<file path="src/hdl/mste_pkg.sv">
`timescale 1ns / 1ps
// ----------------------------------------------------------------------------
// mste_pkg
// Shared types, register indexes and the letter pattern table of the
// Morse symbol timing encoder.
// ----------------------------------------------------------------------------
package mste_pkg;

  localparam int unsigned DurW   = 16;
  localparam int unsigned CharW  = 8;
  localparam int unsigned CfgIdxW = 8;
  localparam int unsigned SymW   = 4;   // at most four symbols per letter
  localparam int unsigned LenW   = 3;   // holds 0..4
  localparam int unsigned SegW   = 4;   // segment counter, holds 0..8

  // configuration register indexes
  localparam logic [CfgIdxW-1:0] RegDotMs       = 8'd0;
  localparam logic [CfgIdxW-1:0] RegDashMs      = 8'd1;
  localparam logic [CfgIdxW-1:0] RegLetterGapMs = 8'd2;
  localparam logic [CfgIdxW-1:0] RegWordGapMs   = 8'd3;

  // reset values of the timing registers
  localparam logic [DurW-1:0] DotMsReset       = 16'd200;
  localparam logic [DurW-1:0] DashMsReset      = 16'd600;
  localparam logic [DurW-1:0] LetterGapMsReset = 16'd600;
  localparam logic [DurW-1:0] WordGapMsReset   = 16'd1200;

  localparam logic [CharW-1:0] CharSpace = 8'h20;

  // symbol pattern, first symbol in the msb, 1 = dash
  typedef struct packed {
    logic [LenW-1:0] len;
    logic [SymW-1:0] pat;
  } sym_t;

  // letter lookup; unmapped bytes give no symbols
  function automatic sym_t sym_lookup(input logic [CharW-1:0] c);
    sym_t s;
    begin
      s = '{len: 3'd0, pat: 4'b0000};
      case (c)
        "O":     s = '{len: 3'd3, pat: 4'b1110};  // - - -
        "L":     s = '{len: 3'd4, pat: 4'b0100};  // . - . .
        "A":     s = '{len: 3'd2, pat: 4'b0100};  // . -
        "M":     s = '{len: 3'd2, pat: 4'b1100};  // - -
        "U":     s = '{len: 3'd3, pat: 4'b0010};  // . . -
        "N":     s = '{len: 3'd2, pat: 4'b1000};  // - .
        "D":     s = '{len: 3'd3, pat: 4'b1000};  // - . .
        "I":     s = '{len: 3'd2, pat: 4'b0000};  // . .
        "P":     s = '{len: 3'd4, pat: 4'b0110};  // . - - .
        default: s = '{len: 3'd0, pat: 4'b0000};
      endcase
      return s;
    end
  endfunction

endpackage

</file>
<file path="src/hdl/morse_symbol_timing_encoder.sv">
`timescale 1ns / 1ps
// ----------------------------------------------------------------------------
// morse_symbol_timing_encoder
// Turns one message character into a run of timed light segments.
// ----------------------------------------------------------------------------
// Usage:
//   Input channel (in_valid_i / in_ready_o / character_i) takes one byte per
//   item. Output channel (out_valid_o / out_ready_i) gives one segment per
//   item: light level, duration in ms and a flag on the final segment of
//   the character. A space gives one word-gap segment, a mapped letter gives
//   an on/off pair per dot or dash and then a letter-gap segment, any other
//   byte gives the letter-gap segment alone.
//   Timing: an accepted character is registered in the item stage, and each
//   segment then goes through the output register. A character gives 1 to 9
//   segments (2*symbols+1), one segment per cycle unless the receiver stalls.
//   The next character is accepted in the same cycle as the final segment of
//   the current one is loaded, so characters follow back to back.
//   When the receiver stalls, the output register holds its segment and the
//   segment counter stops; no segment is lost. Reset empties both stages and
//   loads the default timing (200/600/600/1200 ms). The timing registers take
//   writes on cfg_we_i / cfg_index_i / cfg_data_i, to be made by the user only
//   while idle; the block does not enforce it. Unknown indexes are ignored.
// ----------------------------------------------------------------------------
module morse_symbol_timing_encoder (
  input  logic                             clk_i,
  input  logic                             rst_ni,
  // character input
  input  logic                             in_valid_i,
  output logic                             in_ready_o,
  input  logic [mste_pkg::CharW-1:0]       character_i,
  // segment output
  output logic                             out_valid_o,
  input  logic                             out_ready_i,
  output logic                             light_on_o,
  output logic [mste_pkg::DurW-1:0]        segment_len_o,
  output logic                             last_segment_o,
  // configuration write port
  input  logic                             cfg_we_i,
  input  logic [mste_pkg::CfgIdxW-1:0]     cfg_index_i,
  input  logic [mste_pkg::DurW-1:0]        cfg_data_i
);

  // timing registers
  logic [mste_pkg::DurW-1:0] dot_ms_q, dash_ms_q, letter_gap_ms_q, word_gap_ms_q;

  // item stage
  logic                        busy_q, busy_d;
  logic                        space_q, space_d;
  mste_pkg::sym_t              sym_q, sym_d;
  logic [mste_pkg::SegW-1:0]   seg_q, seg_d;

  // output stage
  logic                        out_valid_q, out_valid_d;
  logic                        light_on_q, light_on_d;
  logic [mste_pkg::DurW-1:0]   duration_q, duration_d;
  logic                        last_q, last_d;

  logic                        load;
  logic                        in_accept;
  logic                        seg_on;
  logic                        seg_last;
  logic [mste_pkg::DurW-1:0]   seg_dur;
  logic [mste_pkg::SegW-1:0]   sym_segs;
  logic [1:0]                  sym_idx;

  // configuration writes
  always_ff @(posedge clk_i or negedge rst_ni) begin
    if (!rst_ni) begin
      dot_ms_q        <= mste_pkg::DotMsReset;
      dash_ms_q       <= mste_pkg::DashMsReset;
      letter_gap_ms_q <= mste_pkg::LetterGapMsReset;
      word_gap_ms_q   <= mste_pkg::WordGapMsReset;
    end else if (cfg_we_i) begin
      case (cfg_index_i)
        mste_pkg::RegDotMs:       dot_ms_q        <= cfg_data_i;
        mste_pkg::RegDashMs:      dash_ms_q       <= cfg_data_i;
        mste_pkg::RegLetterGapMs: letter_gap_ms_q <= cfg_data_i;
        mste_pkg::RegWordGapMs:   word_gap_ms_q   <= cfg_data_i;
        default: ;
      endcase
    end
  end

  // current segment of the item in flight
  always_comb begin
    sym_segs = {sym_q.len, 1'b0};
    sym_idx  = seg_q[2:1];
    seg_on   = 1'b0;
    seg_last = 1'b0;
    seg_dur  = letter_gap_ms_q;
    if (space_q) begin
      seg_dur  = word_gap_ms_q;
      seg_last = 1'b1;
    end else if (seg_q < sym_segs) begin
      if (!seg_q[0]) begin
        seg_on  = 1'b1;
        seg_dur = sym_q.pat[2'd3 - sym_idx] ? dash_ms_q : dot_ms_q;
      end else begin
        seg_dur = dot_ms_q;
      end
    end else begin
      seg_last = 1'b1;
    end
  end

  // handshake
  assign load       = busy_q && (!out_valid_q || out_ready_i);
  assign in_ready_o = !busy_q || (load && seg_last);
  assign in_accept  = in_valid_i && in_ready_o;

  // item stage next state
  always_comb begin
    busy_d  = busy_q;
    space_d = space_q;
    sym_d   = sym_q;
    seg_d   = seg_q;
    if (load) begin
      seg_d = seg_q + 4'd1;
      if (seg_last) begin
        busy_d = 1'b0;
      end
    end
    if (in_accept) begin
      busy_d  = 1'b1;
      space_d = (character_i == mste_pkg::CharSpace);
      sym_d   = mste_pkg::sym_lookup(character_i);
      seg_d   = '0;
    end
  end

  // output stage next state
  always_comb begin
    out_valid_d = out_valid_q;
    light_on_d  = light_on_q;
    duration_d  = duration_q;
    last_d      = last_q;
    if (load) begin
      out_valid_d = 1'b1;
      light_on_d  = seg_on;
      duration_d  = seg_dur;
      last_d      = seg_last;
    end else if (out_ready_i) begin
      out_valid_d = 1'b0;
    end
  end

  // control registers
  always_ff @(posedge clk_i or negedge rst_ni) begin
    if (!rst_ni) begin
      busy_q      <= 1'b0;
      out_valid_q <= 1'b0;
    end else begin
      busy_q      <= busy_d;
      out_valid_q <= out_valid_d;
    end
  end

  // payload registers
  always_ff @(posedge clk_i) begin
    space_q    <= space_d;
    sym_q      <= sym_d;
    seg_q      <= seg_d;
    light_on_q <= light_on_d;
    duration_q <= duration_d;
    last_q     <= last_d;
  end

  assign out_valid_o    = out_valid_q;
  assign light_on_o     = light_on_q;
  assign segment_len_o  = duration_q;
  assign last_segment_o = last_q;

  // segment counter never runs past the closing gap
  a_seg_range: assert property (@(posedge clk_i) disable iff (!rst_ni)
    busy_q && !space_q |-> seg_q <= sym_segs)
    else $error("segment counter out of range");

  // an accepted item is in flight in the next cycle
  a_accept_busy: assert property (@(posedge clk_i) disable iff (!rst_ni)
    in_accept |=> busy_q && seg_q == '0)
    else $error("accepted item not loaded");

  // the closing segment of a character is always an off segment
  a_last_off: assert property (@(posedge clk_i) disable iff (!rst_ni)
    out_valid_o && last_segment_o |-> !light_on_o)
    else $error("final segment has light on");

  // a space finishes in a single segment
  a_space_single: assert property (@(posedge clk_i) disable iff (!rst_ni)
    busy_q && space_q |-> seg_last && seg_q == '0)
    else $error("space item emits more than one segment");

  // a loaded segment appears on the output in the next cycle
  a_load_shows: assert property (@(posedge clk_i) disable iff (!rst_ni)
    load |=> out_valid_o && last_segment_o == $past(seg_last))
    else $error("segment not presented after load");

endmodule

</file>
<file path="config.mk">
export PLATFORM = sky130hd
export DESIGN_NAME = morse_symbol_timing_encoder
export DESIGN_NICKNAME = d
export VERILOG_FILES = /design/src/hdl/mste_pkg.sv /design/src/hdl/morse_symbol_timing_encoder.sv
export SDC_FILE = /design/constraint.sdc
export NUM_CORES = 1
export LEC_CHECK = 0
export ABC_AREA = 1
export BUFFER_PORTS_ARGS = -buffer_cell sky130_fd_sc_hd__buf_2
export CAP_MARGIN = 20
export CORE_MARGIN = 2
export CORE_UTILIZATION = 60
export CTS_BUF_LIST = sky130_fd_sc_hd__clkbuf_4 sky130_fd_sc_hd__clkbuf_8
export CTS_CLUSTER_DIAMETER = 80
export DETAILED_ROUTE_END_ITERATION = 16
export GPL_TIMING_DRIVEN = 0
export HOLD_SLACK_MARGIN = 0.02
export MAX_ROUTING_LAYER = met4
export PLACE_DENSITY_LB_ADDON = 0.05
export RECOVER_POWER = 100
export SETUP_SLACK_MARGIN = 0.2
export SLEW_MARGIN = 15
export SYNTH_ARGS = -nofsm -noshare
export SYNTH_HDL_FRONTEND = slang
export SYNTH_SLANG_ARGS = --single-unit
export TNS_END_PERCENT = 5
</file>
<file path="constraint.sdc">
create_clock -name clk_i -period 2.8 [get_ports clk_i]
set_clock_uncertainty 0.1 [all_clocks]
set_input_delay 0.28 -clock clk_i [delete_from_list [all_inputs] [get_ports clk_i]]
set_output_delay 0.28 -clock clk_i [all_outputs]
set_load 0.03 [all_outputs]
</file>
# Word level (Yosys, flattened, before mapping)
# Index checks and enable logic that the tools add are counted.
dict set report totals {
  inputBits 37
  register_bits 96
  elab_cells 63
  output_inout_bits 20
}
dict set report classes {
  n_reduce_logical 17
  eq_ne 13
  n_addsub 2
  n_lt_le_gt_ge 2
  n_bitwise 1
  n_mux 15
}
# operator n
set ops {}
lappend ops {{$eq 8x7->1 const B} 9}
lappend ops {{$mux 16} 4}
lappend ops {{$pmux 7 s9} 1}
lappend ops {{$eq 8x2->1 const B} 2}
lappend ops {{$reduce_and 2->1} 5}
lappend ops {{$mux 1} 9}
lappend ops {{$eq 8x1->1 const B} 1}
lappend ops {{$eq 8x6->1 const B} 1}
lappend ops {{$logic_not 8->1} 1}
lappend ops {{$reduce_bool 2->1} 3}
lappend ops {{$add 4x1->4 const B} 1}
lappend ops {{$lt 4x4->1} 1}
lappend ops {{$logic_and 1x1->1} 3}
lappend ops {{$lt 2x3->1 const B} 1}
lappend ops {{$bmux 1 s2} 1}
lappend ops {{$logic_not 1->1} 2}
lappend ops {{$logic_or 1x1->1} 2}
lappend ops {{$reduce_or 2->1} 1}
lappend ops {{$sub 2x2->2 const A} 1}
lappend ops {{$not 1->1} 1}

# Depth between registers and ports, before layout
dict set report depth {
  ltp_word 8
  mapped_depth 10
  ltp_nobuf 9
}

# Worst setup path after synthesis
# OpenSTA, ideal clock, no wires.
dict set report synth_timing {
  path_type {register to register}
  from {register out_valid_q, in the netlist out_valid_o}
  to {register space_q (enable)}
  setup_time_ns 0.354
  slack_ns 0.674
  stages_incl_launch_ff 6
  t_arrival_ns 1.672
  period_less_slack_ns 2.126
  path_buffers 0
  required_ns 2.346
  path_cell_list {dfrtp_1 > nand2_1 > nand2_1 > inv_1 > nand2_1 > a21oi_2}
}
dict set report synth_via {
  elab_chain_cells 6
}
# element line
set synth_lines {}
lappend synth_lines {{from (decl)} morse_symbol_timing_encoder.sv:53} ;# logic out_valid_q, out_valid_d;
lappend synth_lines {{from (signal assigned)} morse_symbol_timing_encoder.sv:154} ;# out_valid_q <= out_valid_d;
lappend synth_lines {{$logic_not 1->1} morse_symbol_timing_encoder.sv:107} ;# assign load = busy_q && (!out_valid_q || out_ready_i);
lappend synth_lines {{$logic_or 1x1->1} morse_symbol_timing_encoder.sv:107}
lappend synth_lines {{$logic_and 1x1->1} morse_symbol_timing_encoder.sv:107}
lappend synth_lines {{named net load} morse_symbol_timing_encoder.sv:58} ;# logic load;
lappend synth_lines {{$logic_and 1x1->1} morse_symbol_timing_encoder.sv:108} ;# assign in_ready_o = !busy_q || (load && seg_last);
lappend synth_lines {{$logic_or 1x1->1} morse_symbol_timing_encoder.sv:108}
lappend synth_lines {{$logic_and 1x1->1} morse_symbol_timing_encoder.sv:109} ;# assign in_accept = in_valid_i && in_ready_o;
lappend synth_lines {{to (signal assigned)} morse_symbol_timing_encoder.sv:160} ;# space_q <= space_d;
lappend synth_lines {{to (decl)} morse_symbol_timing_encoder.sv:48} ;# logic space_q, space_d;
# The timed path passes the listed nets, and every way through them passes these cells.
# A chain may end at the register's enable or synchronous reset.

# Worst setup path in the final report
dict set report layout_timing {
  from {register seg_q[2] (netlist bit)}
  to {register duration_q (netlist bit segment_len_o[12]), data pin}
}
dict set report layout_via {
  elab_chain_cells 7
  elab_cells_between_ends 8
  cone_classes {add/sub (1); order compare (1); mux (6)}
}
# element line
set layout_lines {}
lappend layout_lines {{from (decl)} morse_symbol_timing_encoder.sv:50} ;# logic [mste_pkg::SegW-1:0] seg_q, seg_d;
lappend layout_lines {{from (signal assigned)} morse_symbol_timing_encoder.sv:162} ;# seg_q <= seg_d;
lappend layout_lines {{$sub 2x2->2} morse_symbol_timing_encoder.sv:97} ;# seg_dur = sym_q.pat[2'd3 - sym_idx] ? dash_ms_q : dot_ms_q;
lappend layout_lines {{$bmux 1 s2} morse_symbol_timing_encoder.sv:97}
lappend layout_lines {{$mux 1 (not written as such)} morse_symbol_timing_encoder.sv:97}
lappend layout_lines {{$mux 16} morse_symbol_timing_encoder.sv:97}
lappend layout_lines {{$mux 16} morse_symbol_timing_encoder.sv:95} ;# if (!seg_q[0]) begin
lappend layout_lines {{$mux 16 *} morse_symbol_timing_encoder.sv:94} ;# end else if (seg_q < sym_segs) begin
lappend layout_lines {{$mux 16 *} morse_symbol_timing_encoder.sv:91} ;# if (space_q) begin
lappend layout_lines {{named net seg_dur (one bit)} morse_symbol_timing_encoder.sv:62} ;# logic [mste_pkg::DurW-1:0] seg_dur;
lappend layout_lines {{to (signal assigned)} morse_symbol_timing_encoder.sv:164} ;# duration_q <= duration_d;
lappend layout_lines {{to (decl)} morse_symbol_timing_encoder.sv:55} ;# logic [mste_pkg::DurW-1:0] duration_q, duration_d;
# The timed path passes the listed nets; every way through them passes the cells marked *. The select of a mux whose other input is x is not followed.

==> flow_summary.ini <==
[run_status]
status = complete, no violations

[clock_network]
h-tree-depth = 3
cts.clk_slew.worst_paths_ns = 0.10
cts_root_buf = clkbuf_8
cts_tree = yes
numCtsBuffers = 9
cts_buffer_depth = 2
clkLatencyLatePin_ns = 0.36
clock-sinks = 95

[power_and_ir_drop]
p_per_area_mw_per_mm2 = 840
p_comb_share_pct = 33.4
internal_power_uw = 2610
switching_share_pct = 37.6
p_leak_uw = 0.00228
p_seq_share_pct = 42.9
clockPowerShare_pct = 23.7
power_switching_uw = 1570
irDropWorstVdd_mv = 0.544

[floorplan]
start_util_pct = 62.1
floorplan.rows = 31
die_h_um = 90.7
ios = 57
coreArea_mm2 = 0.00725
die_area_mm2 = 0.00822
die_x_um = 90.7

[logic_synthesis]
synth_edf_count = 25
synth_area_per_cell_um2 = 9.25
ys_types = 36
netlist_area_mm2 = 0.00451
syn_inst = 487
ys_ff_latch = 95
postSynthNetCount = 527
ys_async_sr_fraction_pct = 69.5
yosysWarningCount = 0
synth_ff_type = dfrtp_1
seq_area_frac_synth_pct = 55.5

[global_route]
grt_pass1_wl_um = 16200
antenna_found_initial = 0
grt_pass1_vias = 3309
grt_usage_pct = 25.9
grt_start_max_net_pins = 63
overflow = 0

[worst_setup_path]
cp_slowest_cell = dfxtp_1
endpoint_kind = flop
crit_required_ns = 2.88
cpMostUsedCell = nand2_1
start_kind = flop
critPathKind = reg -> reg
crit_path_max_incr_delay_ns = 0.50
rr_worst_depth = 9
crit_chain = ha_1, nand2_1, inv_1, nand2_1, nand2_1, inv_1, clkbuf_1, nand3_1, a21oi_1
path_max_fanout = 10
crit_arrival_ns = 2.59

[layout]
num-fill-cells = 628
layout_commonest_cell = nand2_1
diodes = 0
drive_gt1_share_pct = 16.7
synthToLayoutAreaGrowth_pct = 10.4
nets = 597
final_area_mm2 = 0.00497
final_cell_mix = 109 x nand2_1, 67 x inv_1, 51 x o21ai_0, 51 x dfrtp_1, 40 x buf_2

[timing]
period_share_pct = 89.6
fmax_ghz = 0.398
setup_viol = 0
finalCriticalPeriod_ns = 2.51
holdWs_ns = 0.0591
report.final.slew_viol_count = 0
tightest_slew_ns = 1.48
rsz0062_at_grt = false
slew_headroom_pct = 1.45
setup_tns_ns = 0
hold_viol = 0

[placed_design]
routabilityCongestion = 0.868
hpwl_um = 6920
placed_area_mm2 = 0.00494
port-buffer-count = 56

[detailed_routing]
drt_first_pass_iters = 5
dr_total_vias = 3478
wire_per_inst_um = 14.6
postRouteWirelength_um = 9660
drtIter0Drc = 193
postRouteAntennaNets = 0
drc = 0
via_per_inst = 5.26

[flow_run]
maxCapViolCount = 0

[worst_hold_path]
whs_path_depth = 4
hold_class = in -> reg
[state kept, by name (all words and copies together), names as in the netlist]
register         flops
segment_len_o       16
dot_ms_q            16
space_q              1
busy_q               1
sym_q                6
letter_gap_ms_q     16
last_segment_o       1
seg_q                4
light_on_o           1
word_gap_ms_q       16
dash_ms_q           16
out_valid_o          1
[cells by family (layout without fill, tap and decap cells)]
| logic type | Yosys count | in the layout | synth area share [%] |
|---|---|---|---|
| AND/OR/NAND/NOR | 195 | 195 | 19.7 |
| AO/OA/AOI/OAI | 100 | 100 | 14.2 |
| flip-flops | 95 | 95 | 55.5 |
| buffers and inverters | 91 | 166 | 9.19 |
| adder cells (fa/ha/maj) | 3 | 3 | 0.833 |
| XOR/XNOR | 3 | 3 | 0.583 |
[cell type report]
cell class / count / area, um2 / share of cell area, %
sequential: 95 / 2500 / 50.3
multi-input combinational: 301 / 1470 / 29.6
timing repair buffer: 59 / 278 / 5.58
inverter: 70 / 267 / 5.36
clock buffer: 10 / 131 / 2.64
tap: 99 / 124 / 2.49
buffer: 21 / 113 / 2.26
clock inverter: 6 / 90.1 / 1.81
[worst max-delay path: cells and delay by family, from the launching register on]
family | cells | cell delay (ns)
buf+inv | 3 | 0.66
simple gates | 4 | 0.54
fa+ha+maj | 1 | 0.30
flops | 1 | 0.50
compound gates | 1 | 0.23
[timing repair]
item,in CTS,in global routing
setup endpoints to repair,0,3
setup buffers,0,0
hold buffers,2,0
hold endpoints to repair,52,0
resized for setup,0,1
[cell usage after synthesis, types with 2 or more instances]
cell type  count  area share (%)
a21oi_1       33             3.7
buf_2         10             1.1
buf_4          2            0.33
buf_6          7             1.7
clkbuf_1       2            0.17
dfrtp_1       51              28
dfstp_2       15             8.7
dfxtp_1        4             1.8
edfxtp_1      25              17
ha_1           3            0.83
inv_1         67             5.6
inv_2          2            0.17
nand2_1      105             8.7
nand2_2        4            0.56
nand2_4        3            0.75
nand3_1       23             2.6
nand4_1       18             2.5
nor2_1        32             2.7
o21ai_1       32             3.6
o21ai_2       32             6.2
xnor2_1        2            0.39
[metrics by stage]
stage	instances	power, uW	util (%)	worst slack, ns
floorplan	487	2870	-	0.674
global placement	642	3230	67.7	0.498
detailed placement	643	3280	68.1	0.420
CTS	661	4260	71.4	0.279
global route	661	4410	68.6	0.139
finish	661	4180	68.6	0.290
[per-layer routing]
metal,up-vias,part of all wire [%],track usage [%]
met5,-,0,-
met4,0,1.3,7.05
met3,11,7.1,4.84
met2,125,44,37.6
met1,1620,48,38.0
li1,1722,-,-
[power by group through the flow]
stage          clock network [uW]  logic (uW)  registers [uW]
2_1_floorplan                   0         832            2040
3_3_place_gp                    0        1420            1810
3_5_place_dp                    0        1460            1820
4_1_cts                      1000        1470            1790
5_1_grt                      1050        1540            1820
6_report                      989        1400            1790
[worst paths after layout]
check / start / slack (ns) / endpoint
worst min-delay path: out_ready_i / 0.06 / out_valid_o
min in group asynchronous: rst_ni / 0.20 / out_valid_o
worst max register to register: seg_q[2] / 0.29 / segment_len_o[12]
max in group asynchronous: rst_ni / 0.68 / dash_ms_q[11]
worst min register to register: dot_ms_q[6] / 0.38 / dot_ms_q[6]
worst max-delay path: seg_q[2] / 0.29 / segment_len_o[12]
No activity file was read; power rests on OpenSTA's default activity.
